[config.mk]
export PLATFORM = sky130hd
export DESIGN_NAME = window_peak_voltmeter_flat
export DESIGN_NICKNAME = d
export VERILOG_FILES = /design/src/sv/wpv_pkg.sv /design/src/sv/wpv_in_if.sv /design/src/sv/wpv_out_if.sv /design/src/sv/wpv_front.sv /design/src/sv/wpv_queue.sv /design/src/sv/wpv_back.sv /design/src/sv/window_peak_voltmeter.sv /design/src/flat_wrapper.sv
export SDC_FILE = /design/constraint.sdc
export NUM_CORES = 2
export LEC_CHECK = 0
export ABC_AREA = 1
export ABC_CLOCK_PERIOD_IN_PS = 9300
export BUFFER_PORTS_ARGS = -buffer_cell sky130_fd_sc_hd__buf_2
export CAP_MARGIN = 10
export CORE_AREA = 3 3 479 481
export DETAILED_ROUTE_END_ITERATION = 8
export DIE_AREA = 0 0 482 484
export SYNTH_ARGS = -nofsm -noshare
export SYNTH_HDL_FRONTEND = slang
export SYNTH_SLANG_ARGS = --single-unit
[constraint.sdc]
create_clock -name i_clk -period 9.3 [get_ports i_clk]
set_input_delay 0.465 -clock i_clk [delete_from_list [all_inputs] [get_ports i_clk]]
set_output_delay 0.465 -clock i_clk [all_outputs]
set_load 0.02 [all_outputs]
[src/sv/wpv_pkg.sv]
// ============================================================================
// Window peak voltmeter package
// Shared constants, status codes, register indexes and the configuration
// record used by the voltmeter modules.
// ============================================================================
`default_nettype none

package wpv_pkg;

    // Default sizes of the sample window and the converter word.
    localparam int WINDOW_DEPTH_DEF = 64;
    localparam int ADC_BITS_DEF     = 12;

    // Fixed field widths.
    localparam int ADC_MAX_BITS = 16;
    localparam int VOLT_W       = 21;
    localparam int WLEN_W       = 7;
    localparam int OUT_W        = 24;
    localparam int CFG_ADDR_W   = 3;
    localparam int CFG_DATA_W   = 21;

    // Depth of the queue between the front and the back.
    localparam int JOB_Q_DEPTH = 2;

    // Amplitude scale 0.7071 as a ratio, and its reciprocal form.
    localparam int RMS_NUM   = 7071;
    localparam int RMS_DEN   = 10000;
    localparam int RMS_NUM_W = 13;
    localparam int RMS_SHIFT = 32;
    localparam logic [31:0] RMS_RECIP =
        32'((64'(RMS_NUM) << RMS_SHIFT) / 64'(RMS_DEN));

    // Output saturation bounds.
    localparam logic signed [OUT_W-1:0] OUT_MAX = 24'sh7FFFFF;
    localparam logic signed [OUT_W-1:0] OUT_MIN = 24'sh800000;

    // Reading status codes.
    typedef logic [1:0] t_status;
    localparam t_status ST_OK    = 2'd0;
    localparam t_status ST_SHORT = 2'd1;
    localparam t_status ST_ERR   = 2'd2;

    // Register indexes.
    typedef logic [CFG_ADDR_W-1:0] t_reg_idx;
    localparam t_reg_idx REG_ADC_LOW   = 3'd0;
    localparam t_reg_idx REG_ADC_HIGH  = 3'd1;
    localparam t_reg_idx REG_VOLT_LOW  = 3'd2;
    localparam t_reg_idx REG_VOLT_HIGH = 3'd3;
    localparam t_reg_idx REG_WLEN      = 3'd4;
    localparam t_reg_idx REG_RMS_MODE  = 3'd5;

    // Register reset values.
    localparam logic [ADC_MAX_BITS-1:0] ADC_LOW_RST   = 16'd0;
    localparam logic [ADC_MAX_BITS-1:0] ADC_HIGH_RST  = 16'd4095;
    localparam logic signed [VOLT_W-1:0] VOLT_LOW_RST  = 21'sd0;
    localparam logic signed [VOLT_W-1:0] VOLT_HIGH_RST = 21'sd3300;
    localparam logic [WLEN_W-1:0] WLEN_RST = 7'd16;

    // Configuration record handed to the front and the back.
    typedef struct packed {
        logic [ADC_MAX_BITS-1:0]   adc_low;
        logic [ADC_MAX_BITS-1:0]   adc_high;
        logic signed [VOLT_W-1:0]  volt_low_mv;
        logic signed [VOLT_W-1:0]  volt_high_mv;
        logic [WLEN_W-1:0]         window_length;
        logic                      rms_mode;
    } t_cfg;

endpackage

`default_nettype wire

[src/sv/wpv_in_if.sv]
// ============================================================================
// Sample channel
// Valid/ready channel carrying one raw converter sample per request.
// ============================================================================
`default_nettype none

interface wpv_in_if import wpv_pkg::*; #(
    parameter int ADC_BITS = ADC_BITS_DEF
);
    logic                valid;
    logic                ready;
    logic [ADC_BITS-1:0] sample;

    modport source (output valid, output sample, input ready);
    modport sink   (input valid, input sample, output ready);
endinterface

`default_nettype wire

[src/sv/wpv_out_if.sv]
// ============================================================================
// Reading channel
// Valid/ready channel carrying one voltmeter reading per request.
// ============================================================================
`default_nettype none

interface wpv_out_if import wpv_pkg::*; #(
    parameter int FILL_W = 7
);
    logic                     valid;
    logic                     ready;
    t_status                  status;
    logic signed [OUT_W-1:0]  voltage_mv;
    logic [FILL_W-1:0]        fill;

    modport source (output valid, output status, output voltage_mv, output fill, input ready);
    modport sink   (input valid, input status, input voltage_mv, input fill, output ready);
endinterface

`default_nettype wire

[src/sv/wpv_front.sv]
// ============================================================================
// Voltmeter front end
// Stores samples in the window ring, scans the window for its extremes and
// forms the code to be mapped (midpoint or scaled amplitude).
// ============================================================================
`default_nettype none

module wpv_front import wpv_pkg::*; #(
    parameter int WINDOW_DEPTH = WINDOW_DEPTH_DEF,
    parameter int ADC_BITS     = ADC_BITS_DEF,
    parameter int FILL_W       = $clog2(WINDOW_DEPTH + 1)
) (
    input  logic                i_clk,
    input  logic                i_rst_n,
    input  t_cfg                i_cfg,
    input  logic                i_smp_valid,
    output logic                o_smp_ready,
    input  logic [ADC_BITS-1:0] i_sample,
    output logic                o_job_valid,
    input  logic                i_job_ready,
    output logic                o_job_short,
    output logic [FILL_W-1:0]   o_job_fill,
    output logic [ADC_BITS-1:0] o_job_code
);

    localparam int ADDR_W = (WINDOW_DEPTH > 1) ? $clog2(WINDOW_DEPTH) : 1;
    localparam int LEN_W  = (FILL_W > WLEN_W) ? FILL_W : WLEN_W;
    localparam int P_W    = ADC_BITS + RMS_NUM_W;
    localparam int RP_W   = ADC_BITS + RMS_SHIFT;
    localparam logic [LEN_W-1:0]  DEPTH_L   = LEN_W'(WINDOW_DEPTH);
    localparam logic [ADDR_W-1:0] LAST_SLOT = ADDR_W'(WINDOW_DEPTH - 1);

    typedef enum logic [5:0] {
        F_IDLE = 6'b000001,
        F_SCAN = 6'b000010,
        F_MID  = 6'b000100,
        F_MUL  = 6'b001000,
        F_FIX  = 6'b010000,
        F_PUSH = 6'b100000
    } t_fstate;

    // Control state.
    t_fstate             r_state, n_state;
    logic [FILL_W-1:0]   r_held, n_held;
    logic [ADDR_W-1:0]   r_wslot, n_wslot;
    logic [FILL_W-1:0]   r_left, n_left;
    logic                r_rd_vld, n_rd_vld;

    // Working values.
    logic [ADDR_W-1:0]   r_rd_addr, n_rd_addr;
    logic [ADC_BITS-1:0] r_mx, n_mx;
    logic [ADC_BITS-1:0] r_mn, n_mn;
    logic                r_short, n_short;
    logic [ADC_BITS-1:0] r_code, n_code;
    logic [ADC_BITS-1:0] r_d, n_d;
    logic [P_W-1:0]      r_p, n_p;
    logic [ADC_BITS-1:0] r_q0, n_q0;

    // Sample ring and its registered read port.
    logic [ADC_BITS-1:0] r_ring [WINDOW_DEPTH];
    logic [ADC_BITS-1:0] r_rd_data;

    logic                w_accept;
    logic                w_rd_en;
    logic [LEN_W-1:0]    w_wlen;
    logic [LEN_W-1:0]    w_len_l;
    logic [FILL_W-1:0]   w_len;
    logic [FILL_W-1:0]   w_held_acc;
    logic [ADC_BITS:0]   w_sum;
    logic [ADC_BITS-1:0] w_mid;
    logic [RP_W-1:0]     w_rp;
    logic [P_W-1:0]      w_qd;
    logic [P_W-1:0]      w_rem;

    assign o_smp_ready = (r_state == F_IDLE);
    assign w_accept    = i_smp_valid && (r_state == F_IDLE);
    assign w_rd_en     = (r_state == F_SCAN) && (r_left != '0);

    // Effective window length: zero acts as one, capped at the ring depth.
    assign w_wlen = LEN_W'(i_cfg.window_length);
    always_comb begin
        if (w_wlen == '0) begin
            w_len_l = LEN_W'(1);
        end else if (w_wlen > DEPTH_L) begin
            w_len_l = DEPTH_L;
        end else begin
            w_len_l = w_wlen;
        end
    end
    assign w_len = FILL_W'(w_len_l);

    // Held count after the new sample; a shrunk window drops the oldest.
    assign w_held_acc = ((r_held >= w_len) ? (w_len - FILL_W'(1)) : r_held) + FILL_W'(1);

    // Midpoint of the extremes.
    assign w_sum = {1'b0, r_mx} + {1'b0, r_mn};
    assign w_mid = w_sum[ADC_BITS:1];

    // Amplitude scaling: estimate by reciprocal, then one correction step.
    assign w_rp  = RP_W'(r_d) * RP_W'(RMS_RECIP);
    assign w_qd  = P_W'(r_q0) * P_W'(RMS_DEN);
    assign w_rem = r_p - w_qd;

    // Ring write on accept, one scan read per cycle.
    always_ff @(posedge i_clk) begin
        if (w_accept) begin
            r_ring[r_wslot] <= i_sample;
        end
        if (w_rd_en) begin
            r_rd_data <= r_ring[r_rd_addr];
        end
    end

    // Next-state logic.
    always_comb begin
        n_state   = r_state;
        n_held    = r_held;
        n_wslot   = r_wslot;
        n_left    = r_left;
        n_rd_vld  = w_rd_en;
        n_rd_addr = r_rd_addr;
        n_mx      = r_mx;
        n_mn      = r_mn;
        n_short   = r_short;
        n_code    = r_code;
        n_d       = r_d;
        n_p       = r_p;
        n_q0      = r_q0;
        case (r_state)
            F_IDLE: begin
                if (i_smp_valid) begin
                    n_held    = w_held_acc;
                    n_wslot   = (r_wslot == LAST_SLOT) ? '0 : r_wslot + ADDR_W'(1);
                    n_rd_addr = (r_wslot == '0) ? LAST_SLOT : r_wslot - ADDR_W'(1);
                    n_left    = w_held_acc - FILL_W'(1);
                    n_mx      = i_sample;
                    n_mn      = i_sample;
                    n_short   = (w_held_acc < w_len);
                    if (w_held_acc < w_len) begin
                        n_state = F_PUSH;
                    end else if (w_held_acc == FILL_W'(1)) begin
                        n_state = F_MID;
                    end else begin
                        n_state = F_SCAN;
                    end
                end
            end
            F_SCAN: begin
                if (w_rd_en) begin
                    n_left    = r_left - FILL_W'(1);
                    n_rd_addr = (r_rd_addr == '0) ? LAST_SLOT : r_rd_addr - ADDR_W'(1);
                end
                if (r_rd_vld) begin
                    if (r_rd_data > r_mx) begin
                        n_mx = r_rd_data;
                    end
                    if (r_rd_data < r_mn) begin
                        n_mn = r_rd_data;
                    end
                end
                if ((r_left == '0) && !r_rd_vld) begin
                    n_state = F_MID;
                end
            end
            F_MID: begin
                n_code  = w_mid;
                n_d     = r_mx - w_mid;
                n_state = i_cfg.rms_mode ? F_MUL : F_PUSH;
            end
            F_MUL: begin
                n_p     = P_W'(r_d) * P_W'(RMS_NUM);
                n_q0    = w_rp[RMS_SHIFT +: ADC_BITS];
                n_state = F_FIX;
            end
            F_FIX: begin
                n_code  = (w_rem >= P_W'(RMS_DEN)) ? (r_q0 + ADC_BITS'(1)) : r_q0;
                n_state = F_PUSH;
            end
            F_PUSH: begin
                if (i_job_ready) begin
                    n_state = F_IDLE;
                end
            end
            default: begin
                n_state = F_IDLE;
            end
        endcase
    end

    // Control registers.
    always_ff @(posedge i_clk) begin
        if (!i_rst_n) begin
            r_state  <= F_IDLE;
            r_held   <= '0;
            r_wslot  <= '0;
            r_left   <= '0;
            r_rd_vld <= 1'b0;
        end else begin
            r_state  <= n_state;
            r_held   <= n_held;
            r_wslot  <= n_wslot;
            r_left   <= n_left;
            r_rd_vld <= n_rd_vld;
        end
    end

    // Working registers.
    always_ff @(posedge i_clk) begin
        r_rd_addr <= n_rd_addr;
        r_mx      <= n_mx;
        r_mn      <= n_mn;
        r_short   <= n_short;
        r_code    <= n_code;
        r_d       <= n_d;
        r_p       <= n_p;
        r_q0      <= n_q0;
    end

    assign o_job_valid = (r_state == F_PUSH);
    assign o_job_short = r_short;
    assign o_job_fill  = r_held;
    assign o_job_code  = r_code;

endmodule

`default_nettype wire

[src/sv/wpv_queue.sv]
// ============================================================================
// Voltmeter job queue
// Small first-in first-out buffer between the front end and the mapper.
// ============================================================================
`default_nettype none

module wpv_queue import wpv_pkg::*; #(
    parameter int DATA_W = 8,
    parameter int DEPTH  = JOB_Q_DEPTH
) (
    input  logic              i_clk,
    input  logic              i_rst_n,
    input  logic              i_in_valid,
    output logic              o_in_ready,
    input  logic [DATA_W-1:0] i_in_data,
    output logic              o_out_valid,
    input  logic              i_out_ready,
    output logic [DATA_W-1:0] o_out_data
);

    localparam int PTR_W = (DEPTH > 1) ? $clog2(DEPTH) : 1;
    localparam int CNT_W = $clog2(DEPTH + 1);
    localparam logic [PTR_W-1:0] LAST_PTR = PTR_W'(DEPTH - 1);
    localparam logic [CNT_W-1:0] FULL_CNT = CNT_W'(DEPTH);

    logic [DATA_W-1:0] r_mem [DEPTH];
    logic [PTR_W-1:0]  r_wp, n_wp;
    logic [PTR_W-1:0]  r_rp, n_rp;
    logic [CNT_W-1:0]  r_cnt, n_cnt;
    logic              w_push;
    logic              w_pop;

    assign o_in_ready  = (r_cnt != FULL_CNT);
    assign o_out_valid = (r_cnt != '0);
    assign o_out_data  = r_mem[r_rp];
    assign w_push      = i_in_valid && o_in_ready;
    assign w_pop       = o_out_valid && i_out_ready;

    // Pointer and occupancy update.
    always_comb begin
        n_wp  = r_wp;
        n_rp  = r_rp;
        n_cnt = r_cnt;
        if (w_push) begin
            n_wp = (r_wp == LAST_PTR) ? '0 : r_wp + PTR_W'(1);
        end
        if (w_pop) begin
            n_rp = (r_rp == LAST_PTR) ? '0 : r_rp + PTR_W'(1);
        end
        if (w_push && !w_pop) begin
            n_cnt = r_cnt + CNT_W'(1);
        end else if (w_pop && !w_push) begin
            n_cnt = r_cnt - CNT_W'(1);
        end
    end

    always_ff @(posedge i_clk) begin
        if (!i_rst_n) begin
            r_wp  <= '0;
            r_rp  <= '0;
            r_cnt <= '0;
        end else begin
            r_wp  <= n_wp;
            r_rp  <= n_rp;
            r_cnt <= n_cnt;
        end
    end

    // Entry storage.
    always_ff @(posedge i_clk) begin
        if (w_push) begin
            r_mem[r_wp] <= i_in_data;
        end
    end

endmodule

`default_nettype wire

[src/sv/wpv_back.sv]
// ============================================================================
// Voltmeter mapper
// Maps a code linearly onto the voltage range with a bit-serial divider,
// checks the bounds, saturates and holds the reading in an output register.
// ============================================================================
`default_nettype none

module wpv_back import wpv_pkg::*; #(
    parameter int ADC_BITS = ADC_BITS_DEF,
    parameter int FILL_W   = 7
) (
    input  logic                    i_clk,
    input  logic                    i_rst_n,
    input  t_cfg                    i_cfg,
    input  logic                    i_job_valid,
    output logic                    o_job_ready,
    input  logic                    i_job_short,
    input  logic [FILL_W-1:0]       i_job_fill,
    input  logic [ADC_BITS-1:0]     i_job_code,
    output logic                    o_out_valid,
    input  logic                    i_out_ready,
    output t_status                 o_status,
    output logic signed [OUT_W-1:0] o_voltage_mv,
    output logic [FILL_W-1:0]       o_fill
);

    localparam int ADIFF_W = ADC_BITS + 1;
    localparam int VD_W    = VOLT_W + 1;
    localparam int PA_W    = VOLT_W + ADIFF_W;
    localparam int PB_W    = ADIFF_W + VD_W;
    localparam int NUM_W   = PB_W + 1;
    localparam int DEN_W   = ADC_BITS;
    localparam int RES_W   = NUM_W + 1;
    localparam int CNT_W   = $clog2(NUM_W + 1);

    typedef enum logic [6:0] {
        B_IDLE = 7'b0000001,
        B_MUL  = 7'b0000010,
        B_SUM  = 7'b0000100,
        B_ABS  = 7'b0001000,
        B_DIV  = 7'b0010000,
        B_SGN  = 7'b0100000,
        B_FIN  = 7'b1000000
    } t_bstate;

    // Control state.
    t_bstate                 r_state, n_state;
    logic [CNT_W-1:0]        r_cnt, n_cnt;
    logic                    r_ovalid, n_ovalid;

    // Working values.
    logic [ADC_BITS-1:0]     r_code, n_code;
    logic [FILL_W-1:0]       r_fill, n_fill;
    t_status                 r_kind, n_kind;
    logic signed [PA_W-1:0]  r_pa, n_pa;
    logic signed [PB_W-1:0]  r_pb, n_pb;
    logic signed [NUM_W-1:0] r_num, n_num;
    logic [NUM_W-1:0]        r_dvd, n_dvd;
    logic [DEN_W-1:0]        r_den, n_den;
    logic [DEN_W-1:0]        r_rem, n_rem;
    logic                    r_neg, n_neg;
    logic signed [RES_W-1:0] r_res, n_res;

    // Output register.
    t_status                 r_ostatus, n_ostatus;
    logic signed [OUT_W-1:0] r_omv, n_omv;
    logic [FILL_W-1:0]       r_ofill, n_ofill;

    logic [ADC_BITS-1:0]      w_adc_lo;
    logic [ADC_BITS-1:0]      w_adc_hi;
    logic signed [ADIFF_W-1:0] w_adiff;
    logic signed [ADIFF_W-1:0] w_adiff_abs;
    logic signed [ADIFF_W-1:0] w_cdiff;
    logic signed [VD_W-1:0]   w_vdiff;
    logic signed [PA_W-1:0]   w_pa;
    logic signed [PB_W-1:0]   w_pb;
    logic [DEN_W:0]           w_shift;
    logic                     w_ge;
    logic [DEN_W:0]           w_sub;
    logic signed [RES_W-1:0]  w_qmag;
    logic signed [RES_W-1:0]  w_vlo;
    logic signed [RES_W-1:0]  w_vhi;
    logic signed [RES_W-1:0]  w_vmin;
    logic signed [RES_W-1:0]  w_vmax;
    logic                     w_oob;
    logic signed [OUT_W-1:0]  w_sat;
    logic                     w_out_free;

    // Span terms of the linear map.
    assign w_adc_lo    = i_cfg.adc_low[ADC_BITS-1:0];
    assign w_adc_hi    = i_cfg.adc_high[ADC_BITS-1:0];
    assign w_adiff     = $signed({1'b0, w_adc_hi}) - $signed({1'b0, w_adc_lo});
    assign w_adiff_abs = w_adiff[ADIFF_W-1] ? -w_adiff : w_adiff;
    assign w_vdiff     = VD_W'(i_cfg.volt_high_mv) - VD_W'(i_cfg.volt_low_mv);
    assign w_cdiff     = $signed({1'b0, r_code}) - $signed({1'b0, w_adc_lo});

    // The two products of the numerator.
    assign w_pa = PA_W'(i_cfg.volt_low_mv) * PA_W'(w_adiff);
    assign w_pb = PB_W'(w_cdiff) * PB_W'(w_vdiff);

    // One restoring division step.
    assign w_shift = {r_rem, r_dvd[NUM_W-1]};
    assign w_ge    = (w_shift >= {1'b0, r_den});
    assign w_sub   = w_shift - {1'b0, r_den};

    assign w_qmag = $signed(RES_W'(r_dvd));

    // Bounds check and saturation of the signed quotient.
    assign w_vlo  = RES_W'(i_cfg.volt_low_mv);
    assign w_vhi  = RES_W'(i_cfg.volt_high_mv);
    assign w_vmin = (w_vlo < w_vhi) ? w_vlo : w_vhi;
    assign w_vmax = (w_vlo < w_vhi) ? w_vhi : w_vlo;
    assign w_oob  = (r_res < w_vmin) || (r_res > w_vmax);
    always_comb begin
        if (r_res > RES_W'(OUT_MAX)) begin
            w_sat = OUT_MAX;
        end else if (r_res < RES_W'(OUT_MIN)) begin
            w_sat = OUT_MIN;
        end else begin
            w_sat = r_res[OUT_W-1:0];
        end
    end

    assign w_out_free  = !r_ovalid || i_out_ready;
    assign o_job_ready = (r_state == B_IDLE);

    // Next-state logic.
    always_comb begin
        n_state   = r_state;
        n_cnt     = r_cnt;
        n_ovalid  = r_ovalid && !i_out_ready;
        n_code    = r_code;
        n_fill    = r_fill;
        n_kind    = r_kind;
        n_pa      = r_pa;
        n_pb      = r_pb;
        n_num     = r_num;
        n_dvd     = r_dvd;
        n_den     = r_den;
        n_rem     = r_rem;
        n_neg     = r_neg;
        n_res     = r_res;
        n_ostatus = r_ostatus;
        n_omv     = r_omv;
        n_ofill   = r_ofill;
        case (r_state)
            B_IDLE: begin
                if (i_job_valid) begin
                    n_code = i_job_code;
                    n_fill = i_job_fill;
                    if (i_job_short) begin
                        n_kind  = ST_SHORT;
                        n_res   = '0;
                        n_state = B_FIN;
                    end else if ((w_adiff == '0) || (w_vdiff == '0)) begin
                        n_kind  = ST_ERR;
                        n_res   = '0;
                        n_state = B_FIN;
                    end else begin
                        n_kind  = ST_OK;
                        n_state = B_MUL;
                    end
                end
            end
            B_MUL: begin
                n_pa    = w_pa;
                n_pb    = w_pb;
                n_state = B_SUM;
            end
            B_SUM: begin
                n_num   = NUM_W'(r_pa) + NUM_W'(r_pb);
                n_state = B_ABS;
            end
            B_ABS: begin
                n_dvd   = r_num[NUM_W-1] ? NUM_W'(-r_num) : NUM_W'(r_num);
                n_neg   = r_num[NUM_W-1] ^ w_adiff[ADIFF_W-1];
                n_den   = w_adiff_abs[DEN_W-1:0];
                n_rem   = '0;
                n_cnt   = CNT_W'(NUM_W);
                n_state = B_DIV;
            end
            B_DIV: begin
                n_rem = w_ge ? w_sub[DEN_W-1:0] : w_shift[DEN_W-1:0];
                n_dvd = {r_dvd[NUM_W-2:0], w_ge};
                n_cnt = r_cnt - CNT_W'(1);
                if (r_cnt == CNT_W'(1)) begin
                    n_state = B_SGN;
                end
            end
            B_SGN: begin
                n_res   = r_neg ? -w_qmag : w_qmag;
                n_state = B_FIN;
            end
            B_FIN: begin
                if (w_out_free) begin
                    n_ovalid  = 1'b1;
                    n_ostatus = (r_kind != ST_OK) ? r_kind : (w_oob ? ST_ERR : ST_OK);
                    n_omv     = w_sat;
                    n_ofill   = r_fill;
                    n_state   = B_IDLE;
                end
            end
            default: begin
                n_state = B_IDLE;
            end
        endcase
    end

    // Control registers.
    always_ff @(posedge i_clk) begin
        if (!i_rst_n) begin
            r_state  <= B_IDLE;
            r_cnt    <= '0;
            r_ovalid <= 1'b0;
        end else begin
            r_state  <= n_state;
            r_cnt    <= n_cnt;
            r_ovalid <= n_ovalid;
        end
    end

    // Working and output registers.
    always_ff @(posedge i_clk) begin
        r_code    <= n_code;
        r_fill    <= n_fill;
        r_kind    <= n_kind;
        r_pa      <= n_pa;
        r_pb      <= n_pb;
        r_num     <= n_num;
        r_dvd     <= n_dvd;
        r_den     <= n_den;
        r_rem     <= n_rem;
        r_neg     <= n_neg;
        r_res     <= n_res;
        r_ostatus <= n_ostatus;
        r_omv     <= n_omv;
        r_ofill   <= n_ofill;
    end

    assign o_out_valid  = r_ovalid;
    assign o_status     = r_ostatus;
    assign o_voltage_mv = r_omv;
    assign o_fill       = r_ofill;

endmodule

`default_nettype wire

[src/sv/window_peak_voltmeter.sv]
// ============================================================================
// Window peak voltmeter
// Every sample request returns one reading request. The last window_length
// samples are kept in a ring memory; once the window is full the reading is
// the window midpoint (max+min)/2, or in amplitude mode (max-mid)*0.7071,
// mapped linearly from [adc_low, adc_high] onto [volt_low_mv, volt_high_mv]
// in millivolts, truncated toward zero and saturated to 24 bits. Status 1
// means the window is not yet full (reading 0); status 2 means a zero span
// (reading 0) or a result outside the voltage bounds (saturated reading).
// Once the window is full and holds two or more samples, the front end scans
// the ring through its single read port, one entry per cycle, and takes no
// new sample until the job is queued; amplitude mode adds a multiply and a
// correction state; a sample that leaves the window short skips the scan.
// The mapper's restoring divider produces one quotient bit per cycle over
// ADC_BITS + 24 bits; no new job is taken until the reading is registered.
// A two-entry queue between them lets the sustained rate follow the slower of
// the two. The ring needs no clearing after reset. Configuration is to be
// written only while no reading is outstanding; nothing enforces this.
// ============================================================================
`default_nettype none

module window_peak_voltmeter import wpv_pkg::*; #(
    parameter int WINDOW_DEPTH = WINDOW_DEPTH_DEF,
    parameter int ADC_BITS     = ADC_BITS_DEF
) (
    input  logic                   i_clk,
    input  logic                   i_rst_n,
    input  logic                   i_cfg_we,
    input  logic [CFG_ADDR_W-1:0]  i_cfg_addr,
    input  logic [CFG_DATA_W-1:0]  i_cfg_wdata,
    wpv_in_if.sink                 i_smp,
    wpv_out_if.source              o_res
);

    localparam int FILL_W = $clog2(WINDOW_DEPTH + 1);
    localparam int JOB_W  = 1 + FILL_W + ADC_BITS;

    t_cfg r_cfg;

    logic                w_job_valid;
    logic                w_job_ready;
    logic                w_job_short;
    logic [FILL_W-1:0]   w_job_fill;
    logic [ADC_BITS-1:0] w_job_code;
    logic                w_q_valid;
    logic                w_q_ready;
    logic [JOB_W-1:0]    w_q_data;

    // Configuration registers.
    always_ff @(posedge i_clk) begin
        if (!i_rst_n) begin
            r_cfg.adc_low       <= ADC_MAX_BITS'(ADC_LOW_RST[ADC_BITS-1:0]);
            r_cfg.adc_high      <= ADC_MAX_BITS'(ADC_HIGH_RST[ADC_BITS-1:0]);
            r_cfg.volt_low_mv   <= VOLT_LOW_RST;
            r_cfg.volt_high_mv  <= VOLT_HIGH_RST;
            r_cfg.window_length <= WLEN_RST;
            r_cfg.rms_mode      <= 1'b0;
        end else if (i_cfg_we) begin
            case (i_cfg_addr)
                REG_ADC_LOW:   r_cfg.adc_low <= ADC_MAX_BITS'(i_cfg_wdata[ADC_BITS-1:0]);
                REG_ADC_HIGH:  r_cfg.adc_high <= ADC_MAX_BITS'(i_cfg_wdata[ADC_BITS-1:0]);
                REG_VOLT_LOW:  r_cfg.volt_low_mv <= $signed(i_cfg_wdata[VOLT_W-1:0]);
                REG_VOLT_HIGH: r_cfg.volt_high_mv <= $signed(i_cfg_wdata[VOLT_W-1:0]);
                REG_WLEN:      r_cfg.window_length <= i_cfg_wdata[WLEN_W-1:0];
                REG_RMS_MODE:  r_cfg.rms_mode <= i_cfg_wdata[0];
                default: begin
                end
            endcase
        end
    end

    // Sample storage, window scan and code forming.
    wpv_front #(
        .WINDOW_DEPTH (WINDOW_DEPTH),
        .ADC_BITS     (ADC_BITS),
        .FILL_W       (FILL_W)
    ) u_front (
        .i_clk       (i_clk),
        .i_rst_n     (i_rst_n),
        .i_cfg       (r_cfg),
        .i_smp_valid (i_smp.valid),
        .o_smp_ready (i_smp.ready),
        .i_sample    (i_smp.sample),
        .o_job_valid (w_job_valid),
        .i_job_ready (w_job_ready),
        .o_job_short (w_job_short),
        .o_job_fill  (w_job_fill),
        .o_job_code  (w_job_code)
    );

    // Queue between the front end and the mapper.
    wpv_queue #(
        .DATA_W (JOB_W),
        .DEPTH  (JOB_Q_DEPTH)
    ) u_queue (
        .i_clk       (i_clk),
        .i_rst_n     (i_rst_n),
        .i_in_valid  (w_job_valid),
        .o_in_ready  (w_job_ready),
        .i_in_data   ({w_job_short, w_job_fill, w_job_code}),
        .o_out_valid (w_q_valid),
        .i_out_ready (w_q_ready),
        .o_out_data  (w_q_data)
    );

    // Linear map, bounds check and output register.
    wpv_back #(
        .ADC_BITS (ADC_BITS),
        .FILL_W   (FILL_W)
    ) u_back (
        .i_clk        (i_clk),
        .i_rst_n      (i_rst_n),
        .i_cfg        (r_cfg),
        .i_job_valid  (w_q_valid),
        .o_job_ready  (w_q_ready),
        .i_job_short  (w_q_data[JOB_W-1]),
        .i_job_fill   (w_q_data[ADC_BITS +: FILL_W]),
        .i_job_code   (w_q_data[ADC_BITS-1:0]),
        .o_out_valid  (o_res.valid),
        .i_out_ready  (o_res.ready),
        .o_status     (o_res.status),
        .o_voltage_mv (o_res.voltage_mv),
        .o_fill       (o_res.fill)
    );

endmodule

`default_nettype wire
[src/flat_wrapper.sv]
// flat-port wrapper written by rule: the top's interface ports become plain ports
module window_peak_voltmeter_flat import wpv_pkg::*;
#(
    parameter int WINDOW_DEPTH = WINDOW_DEPTH_DEF,
    parameter int ADC_BITS     = ADC_BITS_DEF
)
  (i_clk, i_rst_n, i_cfg_we, i_cfg_addr, i_cfg_wdata, i_smp_valid, i_smp_sample, i_smp_ready, o_res_valid, o_res_status, o_res_voltage_mv, o_res_fill, o_res_ready);
  wpv_in_if #(.ADC_BITS(ADC_BITS)) i_smp_i ();
  wpv_out_if o_res_i ();
  input  logic i_clk;
  input  logic i_rst_n;
  input  logic i_cfg_we;
  input  logic [CFG_ADDR_W-1:0] i_cfg_addr;
  input  logic [CFG_DATA_W-1:0] i_cfg_wdata;
  input wire logic [$bits(i_smp_i.valid)-1:0] i_smp_valid;
  input wire logic [$bits(i_smp_i.sample)-1:0] i_smp_sample;
  output wire logic [$bits(i_smp_i.ready)-1:0] i_smp_ready;
  output wire logic [$bits(o_res_i.valid)-1:0] o_res_valid;
  output wire logic [$bits(o_res_i.status)-1:0] o_res_status;
  output wire logic [$bits(o_res_i.voltage_mv)-1:0] o_res_voltage_mv;
  output wire logic [$bits(o_res_i.fill)-1:0] o_res_fill;
  input wire logic [$bits(o_res_i.ready)-1:0] o_res_ready;
  assign i_smp_i.valid = i_smp_valid;
  assign i_smp_i.sample = i_smp_sample;
  assign i_smp_ready = i_smp_i.ready;
  assign o_res_valid = o_res_i.valid;
  assign o_res_status = o_res_i.status;
  assign o_res_voltage_mv = o_res_i.voltage_mv;
  assign o_res_fill = o_res_i.fill;
  assign o_res_i.ready = o_res_ready;
  window_peak_voltmeter #(.WINDOW_DEPTH(WINDOW_DEPTH), .ADC_BITS(ADC_BITS)) u_core (.i_clk(i_clk), .i_rst_n(i_rst_n), .i_cfg_we(i_cfg_we), .i_cfg_addr(i_cfg_addr), .i_cfg_wdata(i_cfg_wdata), .i_smp(i_smp_i), .o_res(o_res_i));
endmodule
==> metrics.md <==
| Metric | Value |
|---|---|
| Final hold vios | `0` |
| Syn_nets | `10700` |
| CORE AREA | `225000 sq um` |
| Yosys top cell by area | `edfxtp_1` |
| Seq/Total Area, Yosys | `41.6%` |
| Slew Limit Fails | `0` |
| Met1 WL | `111000 microns` |
| Synth top area cells | `edfxtp_1, fa_1, ha_1` |
| IO Count | `76` |
| R2R setup slack | `0.95 ns` |
| Critical Path Start | `u_core.r_cfg[69]$_SDFFE_PN0P_` |
| CP Data Required Time | `9.80 ns` |
| Via count | `66900` |
| DRC Markers | `0` |
| Maximum clock rate | `120 MHz` |
| WL final | `265000 microns` |
| Post-Syn Area | `90200 sq um` |
| Final setup margin | `0.950 ns` |
| Cts bufs inserted | `145` |
| Post-synthesis cell count | `9310` |
| Critical Path Sink | `u_core.u_back.r_pb[34]$_DFFE_PP_` |
| Total Routing Usage GR | `22.6%` |
| DIE AREA | `233000 sq um` |
| Worst R2R Path Depth | `30` |
| Uppermost layer routed | `met5` |
| HPWL after detailed placement | `196000 microns` |
| Ys flop type | `edfxtp_1` |
| Post-synth EDFFs | `1169` |
| Drt initial violations | `5850` |
| Yosys Warn Count | `0` |
| RSZ-0062 raised after global routing | `no` |
| Reg clk slew, reported paths | `0.06 ns` |
| Place WS | `1.01 ns` |
| Routed wire per std cell | `21.2 microns` |
| Setup violators final | `0` |
| CTS sink cnt | `1289` |
| Slowest-stage cell, CP | `clkinv_1` |
| Commonest non-fill, non-tap cell in the layout | `nand2_1` |
| Worst skew pair latency | `0.83 ns` |
| Synth async-reset ratio | `0%` |
| Avg Vias per Cell | `5.35` |
| Reg-to-Reg End | `u_core.u_back.r_pb[34]$_DFFE_PP_` |
| Worst path most repeated cell | `nand2_1` |
| FP Rows | `174` |
| Vias in the first global route | `67100` |
| DIE HEIGHT | `484 microns` |
| Share of layout cells above drive strength 1 | `6.25%` |
| CP endpoint kind | `register` |
| Post-route ant nets | `0` |
| Total setup buffers inserted after CTS | `0` |
| FILL cells | `21600` |
| Die X | `482 microns` |
| Yosys cell types | `74` |
| DR WL met3 | `16300 microns` |
| Reg-to-Reg Start | `u_core.r_cfg[69]$_SDFFE_PN0P_` |
| Final Critical Period | `8.35 ns` |
| Syn avg cell area | `9.69 sq um` |
| Synth top area share | `38.9%` |
| Setup tns final | `0 ns` |
| Final period util | `89.8%` |
| Startpoint types | `register` |
| Initial Util | `40.1%` |
| H-tree depth | `4` |
| Fin nets | `10800` |
| DRT Pass-1 Iters | `6` |
| Most frequent cells in the layout | `nand2_1, inv_1, edfxtp_1` |
| GR Overflow Total | `0` |
| CTS root buffer | `clkbuf_16` |
| Worst slew margin | `19.3%` |
| #FFs+latches synth | `1289` |
| GPL Wtd Cong | `0.974` |
| Worst slew pin tran | `1.21 ns` |
| Worst Path Arrival | `8.85 ns` |
| Hold Buf Count CTS | `9` |
| Largest net degree at the start of global routing | `202` |
| PortBufs | `75` |
| Max clock buf depth | `3` |
| Area Growth Syn to Fin | `9.93%` |
| Initial antenna violation count | `6` |
| Type of the most critical hold path | `in -> reg` |
| Cts repair resizes | `0` |
| Max-cap viol count | `0` |
| Max Clock Skew | `0.0814 ns` |
| Worst-path maximum fanout | `19` |
| Critical path type | `reg -> reg` |
| First-pass GRT wire length | `406000 microns` |
| Status | `finished, final reports clean` |
| Max incr delay on CP | `0.78 ns` |
| Wire length on met2 | `127000 microns` |
| Reg area | `37500 sq um` |
| Area of the multi-input gates | `46700 sq um` |
| CTS tree | `built` |
-- per-layer routing --
layer	up-vias	GRT usage, %
li1	31300	-
met1	32900	29.7
met2	2172	37.6
met3	514	3.49
met4	4	8.58
met5	-	0
-- through the flow --
step | cell area, sq um | hold WS, ns | util (%) | cells
finish | 99100 | 0.0678 | 44.0 | 12500
CTS | 99100 | 0.00352 | 44.0 | 12500
detailed placement | 94300 | 0.413 | 41.9 | 12200
floorplan | 90200 | 0.400 | - | 9310
global route | 99100 | 0.0472 | 44.0 | 12500
global placement | 94300 | 0.408 | 41.9 | 12200
-- worst min path at each step --
stage	startpoint	to	depth (start not counted)
floorplan	u_core.u_back.r_fill[0]$_DFFE_PP_	u_core.u_back.o_fill[0]$_DFFE_PP_	0
global placement	u_core.u_back.r_fill[6]$_DFFE_PP_	u_core.u_back.o_fill[6]$_DFFE_PP_	0
detailed placement	u_core.u_back.r_fill[2]$_DFFE_PP_	u_core.u_back.o_fill[2]$_DFFE_PP_	0
CTS	i_cfg_wdata[17]	u_core.r_cfg[25]$_SDFFE_PN0P_	3
global route	i_cfg_wdata[7]	u_core.r_cfg[57]$_SDFFE_PN1P_	3
finish	i_cfg_wdata[15]	u_core.r_cfg[23]$_SDFFE_PN0P_	3
-- cell usage after synthesis, types with 23 or more instances --
cell      number
ha_1         677
buf_2         37
nor2_1      1101
o211ai_1      34
o21ai_0      733
nand3_1      231
a31oi_1       36
xnor2_1       79
nand2_2       33
o22ai_1      155
nor4_1        25
a211oi_1      28
nand4_1       77
inv_1       1238
mux2_2        23
nand2_1     1542
dfxtp_1      120
xor2_1       172
o221ai_1      25
fa_1         676
clkbuf_1     263
edfxtp_1    1169
nor3_1        77
a21oi_1      474
-- critical path, delay by kind of cell, from the launching register on --
family,cells,cell delay [ns]
fa+ha+maj,8,3.78
simple gates,10,1.73
compound gates,6,1.08
buf+inv,5,1.04
flops,1,0.31
xor+xnor,1,0.11
-- logic make-up (layout without fill, tap and decap cells) --
group | count (synthesis) | in the layout | share of synthesized area [%]
and+or+nand+nor | 3179 | 3179 | 14.5
adders and majority gates | 1353 | 1353 | 24.4
AOI/OAI and AO/OA | 1626 | 1626 | 10.0
muxes | 26 | 26 | 0.320
DFF | 1289 | 1289 | 41.6
xor gates and xnor gates | 254 | 254 | 2.49
other | 0 | 2 | 0
buffers and inverters | 1583 | 1774 | 6.68
-- flip-flops by register name (all words and copies together) (netlist names), 24 cells and up, named ones only --
signal / flops
u_core.u_back.r_dvd: 36
u_core.u_back.r_num: 36
u_core.u_back.o_voltage_mv: 24
u_core.u_back.r_pa: 34
u_core.u_back.r_pb: 35
u_core.u_back.r_res: 37
u_core.u_front.r_p: 25
u_core.r_cfg: 74
u_core.u_front.r_ring: 768
u_core.u_queue.r_mem: 40
-- final cells by class --
type,instances,share of cell area [%]
sequential,1289,37.8
multi-input combinational,6438,47.1
clock buffer,186,3.84
tap,2992,3.78
inverter,1270,4.82
antenna,2,0.00505
clock inverter,76,0.892
timing repair buffer,242,1.70
Power is left out: the tool's default activity adds up to more than one toggle a clock period on the data nets, which glitch-free logic cannot reach.
